**src/rtl/msshuf_pkg.sv**
```systemverilog
// Package for the masked share shuffle block.
// Holds sizes, item structs, command and status structs, and the controller state type.
package msshuf_pkg;

  localparam int MAX_N  = 64;
  localparam int DATA_W = 64;
  localparam int IDX_W  = 6;
  localparam int CNT_W  = 7;

  // One loaded element
  typedef struct packed {
    logic [DATA_W-1:0] first_share;
    logic [DATA_W-1:0] second_share;
    logic [DATA_W-1:0] mask_a0;
    logic [DATA_W-1:0] mask_a1;
    logic [DATA_W-1:0] mask_b0;
    logic [DATA_W-1:0] mask_b1;
    logic [IDX_W-1:0]  inner_perm_entry;
    logic [IDX_W-1:0]  outer_perm_entry;
    logic              last_in;
  } in_item_t;

  // One result element
  typedef struct packed {
    logic [DATA_W-1:0] out_share0;
    logic [DATA_W-1:0] out_share1;
    logic              last_out;
    logic              perm_error;
  } out_item_t;

  // Controller to datapath commands
  typedef struct packed {
    logic             load;
    logic             inner_issue;
    logic             outer_issue;
    logic             run_done;
    logic [IDX_W-1:0] idx;
  } msshuf_cmd_t;

  // Datapath to controller status
  typedef struct packed {
    logic [CNT_W-1:0] count;
  } msshuf_sts_t;

  typedef enum logic [2:0] {
    ST_IDLE,
    ST_INNER,
    ST_INNER_WAIT,
    ST_OUTER,
    ST_OUTER_WAIT
  } msshuf_state_t;

endpackage

```
**src/rtl/msshuf_ctrl.sv**
```systemverilog
// Controller for the masked share shuffle: load, inner pass, outer pass.
// Depends on msshuf_pkg for the state type and command/status structs.
module msshuf_ctrl import msshuf_pkg::*; (
  input  logic        clk,
  input  logic        rst_n,
  input  logic        start,
  input  logic        last_in,
  input  msshuf_sts_t sts,
  output logic        busy,
  output msshuf_cmd_t cmd
);

  msshuf_state_t    state_r, state_nxt;
  logic [IDX_W-1:0] idx_r, idx_nxt;
  logic             wait_r, wait_nxt;
  logic             idx_end;

  // Last loaded index reached
  assign idx_end = ({1'b0, idx_r} == (sts.count - CNT_W'(1)));

  // Next state
  always_comb begin
    state_nxt = state_r;
    idx_nxt   = idx_r;
    wait_nxt  = wait_r;
    case (state_r)
      ST_IDLE: begin
        idx_nxt  = '0;
        wait_nxt = 1'b0;
        if (start && last_in) begin
          state_nxt = ST_INNER;
        end
      end
      ST_INNER: begin
        if (idx_end) begin
          idx_nxt   = '0;
          state_nxt = ST_INNER_WAIT;
        end else begin
          idx_nxt = idx_r + IDX_W'(1);
        end
      end
      ST_INNER_WAIT: begin
        state_nxt = ST_OUTER;
      end
      ST_OUTER: begin
        if (idx_end) begin
          wait_nxt  = 1'b0;
          state_nxt = ST_OUTER_WAIT;
        end else begin
          idx_nxt = idx_r + IDX_W'(1);
        end
      end
      ST_OUTER_WAIT: begin
        wait_nxt = 1'b1;
        if (wait_r) begin
          state_nxt = ST_IDLE;
        end
      end
      default: begin
        state_nxt = ST_IDLE;
      end
    endcase
  end

  // Outputs
  always_comb begin
    cmd      = '0;
    cmd.idx  = idx_r;
    busy     = 1'b1;
    case (state_r)
      ST_IDLE: begin
        busy     = 1'b0;
        cmd.load = start;
      end
      ST_INNER: begin
        cmd.inner_issue = 1'b1;
      end
      ST_INNER_WAIT: begin
      end
      ST_OUTER: begin
        cmd.outer_issue = 1'b1;
      end
      ST_OUTER_WAIT: begin
        cmd.run_done = wait_r;
      end
      default: begin
      end
    endcase
  end

  always_ff @(posedge clk) begin
    if (!rst_n) begin
      state_r <= ST_IDLE;
      idx_r   <= '0;
      wait_r  <= 1'b0;
    end else begin
      state_r <= state_nxt;
      idx_r   <= idx_nxt;
      wait_r  <= wait_nxt;
    end
  end

endmodule

```
**config.mk**
```make
export PLATFORM = sky130hd
export DESIGN_NAME = msshuf_ctrl
export DESIGN_NICKNAME = d
export VERILOG_FILES = /design/src/rtl/msshuf_pkg.sv /design/src/rtl/msshuf_ctrl.sv
export SDC_FILE = /design/constraint.sdc
export NUM_CORES = 1
export LEC_CHECK = 0
export BUFFER_PORTS_ARGS = -buffer_cell sky130_fd_sc_hd__buf_2
export CORE_UTILIZATION = 50
export DETAILED_ROUTE_END_ITERATION = 10
export GPL_TIMING_DRIVEN = 0
export HOLD_SLACK_MARGIN = 0.12
export PLACE_DENSITY_LB_ADDON = 0.15
export SYNTH_ARGS = -nofsm -noshare
export SYNTH_HDL_FRONTEND = slang
export SYNTH_SLANG_ARGS = --single-unit
```
**constraint.sdc**
```tcl
create_clock -name clk -period 2.5 [get_ports clk]
set_input_delay 0 -clock clk [delete_from_list [all_inputs] [get_ports clk]]
set_output_delay 0 -clock clk [all_outputs]
set_load 0.005 [all_outputs]
```
==> results.ini, run 1 <==
[die]
rows = 13
start_util_pct = 56.0
io_pins = 22
coreArea_um2 = 1370
die_h_um = 41.1
die_w_um = 41.1
die-area_um2 = 1690

[worst_setup_path]
required_ns = 2.67
slowest_stage = or4_1
r2r-end = idx_r[3]$_SDFFE_PN0P_
cpPeakStageDelay_ns = 0.51
critPathMaxFanout = 10
path_class = flip-flop to flip-flop
endpoint_kind = flip-flop
cp_cell_sequence = buf_6, or4_1, o311a_2, a211oi_4, nor3_1, a311o_1
crit_family = compound AO/OA/AOI/OAI gates
r2r_cells = 6
r2r_setup_slack_ns = 0.39
crit_buf_inv = 1
start_kind = flip-flop
worstPathArrival_ns = 2.28
reg2reg_from = idx_r[4]$_SDFFE_PN0P_

[placement]
port_buffers = 20
gp_congestion = 0.807
dp_hpwl_mm = 1.25

[sta]
fin_worst_skew_ns = 0.00298
fmax_mhz = 474
hold_viol = 0
finalCritPeriodShare_pct = 84.4
min_period_ns = 2.11
whs_ns = 0.131
tns_ns = 0
setup_viol = 0
rsz0062_at_grt = no
worstMarginPinSlew_ns = 0.471
slew_headroom_pct = 68.5
slew_viol_final = 0

[run_status]
status = complete, no violations

[cts]
clock_sinks = 10
cts_setup_buffers = 0
htreeDepth = 1
cts_tree = built
ctsResizeCount = 0
clkLatencyLatePin_ns = 0.27
cts_buffers = 3
hold_buffers = 0
clockBufferDepth = 2
cts.clk_slew.worst_paths_ns = 0.07
clockRootBuffer = clkbuf_4

[global_route]
grtUsageTotal_pct = 22.3
grt_pass1_wl_mm = 2.44
grt_overflow = 0
grt_pass1_vias = 546
grt_max_degree = 11
top_usage_layer = met2
grt_use_met1_pct = 29.7
antenna_found_initial = 0
grt_use_met3_pct = 4.89
use_met2_pct = 32.8

[route]
drt-total-wl_mm = 1.65
viasPerCell = 5.88
drc = 0
num_vias = 753
drt_iter0_drc = 18
routedWlPerCell_um = 12.9
drtPass1Iterations = 4
postRouteAntennaNets = 0

[pwr]
power_frac_comb_pct = 26.7
peakVddDrop_v = 0.000278
p_seq_share_pct = 44.5
powerDensity_nw_per_um2 = 443
power_leakage_nw = 0.394
power_switching_mw = 0.128
pwr-share-clk_pct = 28.8
p_sw_share_pct = 31.7
p_int_mw = 0.275

[synth]
synth_cells = 90
synth-simple-area-share_pct = 31.9
synth_fa_ha_area_share_pct = 3.27
ys_ff_latch = 10
synth_seq_area_share_pct = 26.1
muxShareOfSynthArea_pct = 1.31
synth_cell_type_count = 39
syn_avg_cell_area_um2 = 8.51
syn_area_um2 = 766
synth_top_family_by_area = simple AND/OR/NAND/NOR gates
ys.warnings.count = 0
synth_nets = 103
synth_xor_area_share_pct = 10.3
synth_compound_area_share_pct = 21.7

[flow_run]
maxCapViolCount = 0

[final_layout]
area_delta_synth_final_pct = 18.5
drive_gt1_share_pct = 32.7
nets = 128
num_antenna_cells = 0

[hold_path]
min_from = last_in
worstHoldPathCells = 4
min_to = state_r[0]$_SDFFE_PN0P_
hold_class = primary input to flip-flop

-- worst max path at each step --
stage                                from                    end  slack, ns  cells past startpoint
global placement                   sts[0]  idx_r[3]$_SDFFE_PN0P_       0.35                      9
CTS                 idx_r[4]$_SDFFE_PN0P_  idx_r[3]$_SDFFE_PN0P_       0.39                      6
floorplan           idx_r[4]$_SDFFE_PN0P_  idx_r[3]$_SDFFE_PN0P_       0.52                      6
global route        idx_r[4]$_SDFFE_PN0P_  idx_r[3]$_SDFFE_PN0P_       0.27                      6
detailed placement                 sts[0]  idx_r[3]$_SDFFE_PN0P_       0.37                      9
finish              idx_r[4]$_SDFFE_PN0P_  idx_r[3]$_SDFFE_PN0P_       0.39                      6
-- layer usage --
metal | up-vias | share of wire, %
li1 | 383 | -
met1 | 347 | 51
met2 | 18 | 43
met3 | 5 | 3.8
met4 | 0 | 2.3
met5 | - | 0
-- stage by stage --
step	instances	total power, mW	area [um2]	setup WS (ns)	utilization (%)
CTS	128	0.401	907	0.387	66.4
finish	128	0.402	907	0.389	66.4
global route	128	0.421	907	0.273	66.4
global placement	125	0.288	885	0.346	64.7
floorplan	90	0.255	766	0.517	-
detailed placement	125	0.290	885	0.370	64.7
-- cell usage in the layout (no fill, tap or decap), types with 2 or more instances in the layout --
| cell type | count |
|---|---|
| a31oi_1 | 2 |
| or3b_2 | 2 |
| ha_1 | 2 |
| xnor2_1 | 6 |
| clkbuf_1 | 3 |
| nor3b_1 | 3 |
| a31o_2 | 4 |
| and3_1 | 4 |
| xor2_1 | 3 |
| buf_2 | 20 |
| dfxtp_1 | 10 |
| nor2b_1 | 3 |
| nand3_1 | 5 |
| and2_1 | 2 |
| inv_1 | 3 |
| a21oi_1 | 4 |
| clkbuf_4 | 3 |
| nor4bb_1 | 2 |
| nor2_1 | 5 |
| o21ai_0 | 2 |
| nand2_1 | 5 |
-- kinds of logic (layout without fill, tap and decap cells) --
group	after synthesis	in the layout
compound gates	21	21
xor+xnor	9	9
fa+ha+maj	2	2
buf+inv	8	31
flops	10	10
mux	1	1
simple gates	39	39
-- cell type report --
cell class                 count  area, um2
tap                           15       18.8
fill                         125        459
inverter                       3       11.3
buffer                         5       30.0
timing repair buffer          20        100
clock buffer                   3       22.5
sequential                    10        200
multi-input combinational     72        524
-- sequential cells by signal, summed over array words and instances, names as in the netlist --
name     count
idx_r        6
state_r      3
wait_r       1
-- power groups by stage --
stage               Sequential [mW]  Clock (mW)  Combinational (mW)
global route                  0.180       0.121               0.119
finish                        0.179       0.116               0.107
floorplan                     0.181           0              0.0745
detailed placement            0.183           0               0.107
CTS                           0.179       0.114               0.108
global placement              0.182           0               0.106
-- cells in the mapped netlist --
cell | n | area share (%)
dfxtp_1 | 10 | 26
xnor2_1 | 6 | 6.9
nand2_1 | 5 | 2.5
nand3_1 | 5 | 3.3
nor2_1 | 5 | 2.5
a21oi_1 | 4 | 2.6
a31o_2 | 4 | 4.6
and3_1 | 4 | 3.3
clkbuf_1 | 3 | 1.5
inv_1 | 3 | 1.5
nor2b_1 | 3 | 2.5
nor3b_1 | 3 | 2.9
xor2_1 | 3 | 3.4
a31oi_1 | 2 | 1.6
and2_1 | 2 | 1.6
ha_1 | 2 | 3.3
nor4bb_1 | 2 | 2.6
o21ai_0 | 2 | 1.3
or3b_2 | 2 | 2.3
a211oi_1 | 1 | 0.98
a211oi_4 | 1 | 2.6
a21boi_0 | 1 | 0.98
a311o_1 | 1 | 1.3
buf_4 | 1 | 0.98
buf_6 | 1 | 1.5
mux2i_1 | 1 | 1.3
nand4_1 | 1 | 0.82
nor3_1 | 1 | 0.65
nor3_2 | 1 | 1.3
nor4_1 | 1 | 0.82
nor4_2 | 1 | 1.6
o211ai_1 | 1 | 0.98
o21a_1 | 1 | 0.98
o21a_2 | 1 | 1.1
o311a_2 | 1 | 1.5
o31a_1 | 1 | 1.1
or3_1 | 1 | 0.82
or3_4 | 1 | 1.5
or4_1 | 1 | 0.98
-- worst reg2reg max path, stage by stage (launching register included) --
cell and delay (ns):
dfxtp_1 0.32, buf_6 0.13, or4_1 0.51, o311a_2 0.15
a211oi_4 0.45, nor3_1 0.11, a311o_1 0.32
(Power assumes the default switching activity.)
==> inputs of run 2 (changes only) <==
--- a/config.mk
+++ b/config.mk
@@ -6,7 +6,7 @@
 export NUM_CORES = 1
 export LEC_CHECK = 0
 export BUFFER_PORTS_ARGS = -buffer_cell sky130_fd_sc_hd__buf_2
-export CORE_UTILIZATION = 50
+export CORE_UTILIZATION = 45
 export DETAILED_ROUTE_END_ITERATION = 10
 export GPL_TIMING_DRIVEN = 0
 export HOLD_SLACK_MARGIN = 0.12
==> constraint.sdc (replaced) <==
create_clock -name clk -period 1.8 [get_ports clk]
set_input_delay 0 -clock clk [delete_from_list [all_inputs] [get_ports clk]]
set_output_delay 0 -clock clk [all_outputs]
set_load 0.005 [all_outputs]
==> run 2 against run 1 <==
  * The run now ends with setup timing left
  * Clock-buffer cell count grew 1
  * Sequential power is 38% higher
  * Power grew 57%
  * Flip-flop and latch count is the same
  * Combinational power grew 69%
  * Design area grew 9.1%
  * Setup slack got worse by 0.41 ns
  * Largest cell class unchanged
==> results.ini, run 2 (synthesis results as in run 1) <==
[die]
io_pins = 22
die-area_um2 = 1870
rows = 14
die_w_um = 43.3
die_h_um = 43.3
coreArea_um2 = 1540
start_util_pct = 49.7

[global_route]
antenna_found_initial = 0
grtUsageTotal_pct = 22.8
grt_pass1_wl_mm = 3.17
grt_overflow = 0
grt_pass1_vias = 741
grt_max_degree = 11

[final_layout]
design_area_um2 = 990
mostFrequentLayoutCells = buf_2 (20), dfxtp_1 (8)
drive_gt1_share_pct = 41.0
area_delta_synth_final_pct = 29.2
nFillCells = 148
reg_top3 = idx_r (6), state_r (3), wait_r (1)
final_common_cell = buf_2
ff_latch_area_um2 = 205
largest_register = idx_r
num_antenna_cells = 0
largest_reg_flops = 6
multi_input_area_um2 = 568
final_util_pct = 64.2
nets = 131

[cts]
cts_buffers = 3
clockBufferDepth = 2
cts_tree = built
hold_buffers = 0
clockRootBuffer = clkbuf_4
cts.clk_slew.worst_paths_ns = 0.07
clkLatencyLatePin_ns = 0.27
clock_sinks = 10
htreeDepth = 1

[placement]
gp_congestion = 0.782
port_buffers = 20
dp_hpwl_mm = 1.25
place_area_um2 = 901

[run_status]
status = finished with violations
violations = setup timing

[sta]
fin_worst_skew_ns = 0.00278
finalCritPeriodShare_pct = 101
setup_viol = 3
min_period_ns = 1.82
whs_ns = 0.146
hold_viol = 0
worstMarginPinSlew_ns = 0.437
fmax_mhz = 549
rsz0062_at_grt = yes
slew_viol_final = 0
tns_ns = -0.0543
layout_setup_ws_ns = -0.0221
slew_headroom_pct = 70.8

[flow_run]
maxCapViolCount = 0

[worst_setup_path]
crit_buf_inv = 1
path_class = flip-flop to flip-flop
r2r_cells = 6
worstPathArrival_ns = 1.98
r2r-end = idx_r[3]$_SDFFE_PN0P_
cpPeakStageDelay_ns = 0.48
r2r_setup_slack_ns = -0.02
cp_cell_sequence = or4_4, o311a_4, a211oi_4, buf_4, nor3_2, a311o_1
crit_family = compound AO/OA/AOI/OAI gates
critPathMaxFanout = 7
required_ns = 1.96
slowest_stage = or4_4
reg2reg_from = idx_r[4]$_SDFFE_PN0P_
start_kind = flip-flop
endpoint_kind = flip-flop

[pwr]
peakVddDrop_v = 0.000357
power_frac_comb_pct = 28.6
power_switching_mw = 0.186
totalPowerFinal_mw = 0.634
pwr-share-clk_pct = 32.4
power_leakage_nw = 0.431
powerDensity_nw_per_um2 = 640
p_seq_share_pct = 39.1
p_sw_share_pct = 29.4
p_int_mw = 0.447

[route]
drtPass1Iterations = 2
viasPerCell = 5.77
routedWlPerCell_um = 13.0
postRouteAntennaNets = 0
drc = 0
num_vias = 768
drt-total-wl_mm = 1.73
drt_iter0_drc = 6

[hold_path]
hold_class = primary input to flip-flop
min_from = last_in
min_to = state_r[0]$_SDFFE_PN0P_
worstHoldPathCells = 4

## run 2: changes by cell type in the layout (fill, tap and decap cells not counted), sizes merged
cell    before  now
clkbuf       6    7
buf         22   25
## run 2: stage by stage
stage	cells	setup slack [ns]
after CTS	133	-0.00562
after global routing	133	-0.115
after global placement	126	-0.435
after detailed placement	126	-0.484
final	133	-0.0221
after floorplan	90	-0.153
## run 2: layout make-up
class                   instances  share of cell area [%]
inverters                       3                    1.14
multi-input cells              72                    57.4
well taps                      16                    2.02
flip-flops and latches         10                    20.7
clock buffers                   4                    3.67
repair buffers                 24                    13.1
plain buffers                   4                    1.90
## run 2: metal layers
metal	GRT usage (%)	vias to the layer above	routed length [um]
li1	-	392	-
met4	7.27	0	19
met5	0	-	0
met2	38.8	14	844
met1	26.4	358	804
met3	7.66	4	64
## run 2: how the worst max path moves through the flow
stage | depth (start not counted) | from | to | slack (ns)
after floorplan | 6 | idx_r[4]$_SDFFE_PN0P_ | idx_r[3]$_SDFFE_PN0P_ | -0.15
after global placement | 9 | sts[0] | idx_r[3]$_SDFFE_PN0P_ | -0.43
after detailed placement | 9 | sts[0] | idx_r[3]$_SDFFE_PN0P_ | -0.48
after CTS | 6 | idx_r[4]$_SDFFE_PN0P_ | idx_r[3]$_SDFFE_PN0P_ | -0.006
after global routing | 6 | idx_r[4]$_SDFFE_PN0P_ | idx_r[3]$_SDFFE_PN0P_ | -0.11
final | 6 | idx_r[4]$_SDFFE_PN0P_ | idx_r[3]$_SDFFE_PN0P_ | -0.02
## run 2: power by group through the flow
stage / Combinational [mW] / Sequential, mW / Clock [mW]
finish: 0.181 / 0.247 / 0.205
global route: 0.204 / 0.249 / 0.226
CTS: 0.176 / 0.247 / 0.215
detailed placement: 0.153 / 0.253 / 0
global placement: 0.150 / 0.253 / 0
floorplan: 0.106 / 0.251 / 0
## run 2: timing repair
item / in CTS / in global routing
setup endpoints to repair: 9 / 7
buffers inserted: 4 / 0
pin swaps: 3 / 1
hold endpoints to repair: 0 / 0
gates resized for setup: 4 / 4
## run 2: tightest hold or removal path: cells and delay by family
family	cells	cell delay [ns]
buf+inv	1	0.09
simple gates	1	0.10
compound gates	2	0.17
==> inputs of run 3 (changes only) <==
--- a/config.mk
+++ b/config.mk
@@ -6,7 +6,7 @@
 export NUM_CORES = 1
 export LEC_CHECK = 0
 export BUFFER_PORTS_ARGS = -buffer_cell sky130_fd_sc_hd__buf_2
-export CORE_UTILIZATION = 45
+export CORE_UTILIZATION = 40
 export DETAILED_ROUTE_END_ITERATION = 10
 export GPL_TIMING_DRIVEN = 0
 export HOLD_SLACK_MARGIN = 0.12
==> constraint.sdc (replaced) <==
create_clock -name clk -period 1.6 [get_ports clk]
set_input_delay 0 -clock clk [delete_from_list [all_inputs] [get_ports clk]]
set_output_delay 0 -clock clk [all_outputs]
set_load 0.005 [all_outputs]
==> run 3 against run 2 <==
  * The run still ends with setup timing left
  * First-iteration DRC count grew 50%
  * Critical path depth stayed put
  * Clock skew about the same
  * Worst hold slack got worse by 0.018 ns
  * Global-route usage fell by 2.6 points
  * Die area increased by 12%
  * Final cell count rose by 8.3%
  * Largest cell class unchanged
  * Largest power group unchanged
==> results.ini, run 3 (synthesis results as in run 1) <==
[run_status]
status = finished with violations
violations = setup timing

[worst_setup_path]
endpoint_kind = flip-flop
worstPathArrival_ns = 2.02
r2r-end = idx_r[3]$_SDFFE_PN0P_
cpPeakStageDelay_ns = 0.48
start_kind = flip-flop
critPathMaxFanout = 7
cp_cell_sequence = or4_4, o311a_4, a211oi_4, buf_6, nor3_1, a311o_1
r2r_cells = 6
crit_buf_inv = 1
path_class = flip-flop to flip-flop
slowest_stage = or4_4
reg2reg_from = idx_r[4]$_SDFFE_PN0P_
r2r_setup_slack_ns = -0.26
required_ns = 1.76
crit_family = compound AO/OA/AOI/OAI gates

[global_route]
grt_max_degree = 11
grtUsageTotal_pct = 20.1
grt_overflow = 0
grt_pass1_vias = 704
antenna_found_initial = 0
grt_pass1_wl_mm = 2.93

[die]
die_w_um = 45.8
die_h_um = 45.8
coreArea_um2 = 1760
start_util_pct = 43.4
io_pins = 22
rows = 15
die-area_um2 = 2090

[sta]
fin_worst_skew_ns = 0.00229
setup_viol = 9
fmax_mhz = 538
rsz0062_at_grt = yes
min_period_ns = 1.86
layout_setup_ws_ns = -0.257
whs_ns = 0.128
hold_viol = 0
finalCritPeriodShare_pct = 116
slew_headroom_pct = 69.2
slew_viol_final = 0
worstMarginPinSlew_ns = 0.462

[final_layout]
largest_register = idx_r
design_area_um2 = 1030
final_common_cell = buf_2
reg_top3 = idx_r (6), state_r (3), wait_r (1)
nets = 134
stdcell_count = 144
area_delta_synth_final_pct = 34.3
drive_gt1_share_pct = 43.7
num_antenna_cells = 0
largest_reg_flops = 6
mostFrequentLayoutCells = buf_2 (20), dfxtp_1 (8), buf_4 (6)
final_util_pct = 58.3

[cts]
clock_sinks = 10
cts_tree = built
clockBufferDepth = 2
htreeDepth = 1
clkLatencyLatePin_ns = 0.27
cts.clk_slew.worst_paths_ns = 0.06
cts_buffers = 3
clockRootBuffer = clkbuf_4

[route]
drt_iter0_drc = 9
viasPerCell = 5.38
drc = 0
num_vias = 774
routedWlPerCell_um = 13.3
drtPass1Iterations = 4
drt-total-wl_mm = 1.92
postRouteAntennaNets = 0

[placement]
place_area_um2 = 912
place_inst = 135
gp_congestion = 0.724
port_buffers = 20
dp_hpwl_mm = 1.28

[pwr]
pwr-share-clk_pct = 25.4
p_seq_share_pct = 40.1
power_frac_comb_pct = 34.5
p_sw_share_pct = 31.7
peakVddDrop_v = 0.000469
power_switching_mw = 0.220
powerDensity_nw_per_um2 = 676
power_leakage_nw = 0.440
p_int_mw = 0.475

[hold_path]
min_to = state_r[0]$_SDFFE_PN0P_
worstHoldPathCells = 4
hold_class = primary input to flip-flop
min_from = last_in

[flow_run]
maxCapViolCount = 0

[run 3: metal layers]
| layer | routed length [um] | track usage [%] |
|---|---|---|
| met4 | 43 | 12.4 |
| met3 | 48 | 2.78 |
| met2 | 911 | 33.1 |
| met1 | 912 | 24.5 |
| met5 | 0 | 0 |
[run 3: per-stage QoR]
step / total power [mW] / TNS [ns] / worst slack [ns]
finish: 0.695 / -1.70 / -0.257
global route: 0.731 / -2.08 / -0.297
CTS: 0.681 / -1.52 / -0.224
detailed placement: 0.458 / -4.96 / -0.654
global placement: 0.454 / -4.82 / -0.635
floorplan: 0.401 / -1.92 / -0.353
[run 3: power groups by stage]
stage / clock, mW / sequential [mW] / combinational (mW)
CTS: 0.180 / 0.278 / 0.223
detailed placement: 0 / 0.285 / 0.172
floorplan: 0 / 0.282 / 0.119
finish: 0.177 / 0.279 / 0.240
global route: 0.188 / 0.283 / 0.260
global placement: 0 / 0.285 / 0.169
[run 3: cell type report]
cell class / count / area, um2
timing repair buffer: 27 / 160
sequential: 10 / 205
tap: 25 / 31.3
multi-input combinational: 72 / 579
clock buffer: 3 / 22.5
buffer: 4 / 18.8
inverter: 3 / 11.3
fill: 187 / 736
[run 3: repair_timing]
action                                  CTS  global route
buffers inserted                          6             2
pin swaps                                 2             3
hold buffers                              0             0
endpoints found under the hold margin     0             0
endpoints found under the setup margin   10            10
gates resized for setup                   5             8
[run 3: worst max-delay path by stage]
stage / slack [ns] / start / depth (start not counted) / to
floorplan: -0.35 / idx_r[4]$_SDFFE_PN0P_ / 6 / idx_r[3]$_SDFFE_PN0P_
global placement: -0.63 / sts[0] / 9 / idx_r[3]$_SDFFE_PN0P_
detailed placement: -0.65 / sts[0] / 9 / idx_r[3]$_SDFFE_PN0P_
CTS: -0.22 / idx_r[4]$_SDFFE_PN0P_ / 6 / idx_r[3]$_SDFFE_PN0P_
global route: -0.30 / sts[0] / 10 / idx_r[3]$_SDFFE_PN0P_
finish: -0.26 / idx_r[4]$_SDFFE_PN0P_ / 6 / idx_r[3]$_SDFFE_PN0P_
[run 3: worst min-delay path: cells and delay by family]
kind / cells / cell delay [ns]
AO/OA/AOI/OAI: 2 / 0.15
buffers and inverters: 1 / 0.10
AND/OR/NAND/NOR: 1 / 0.10
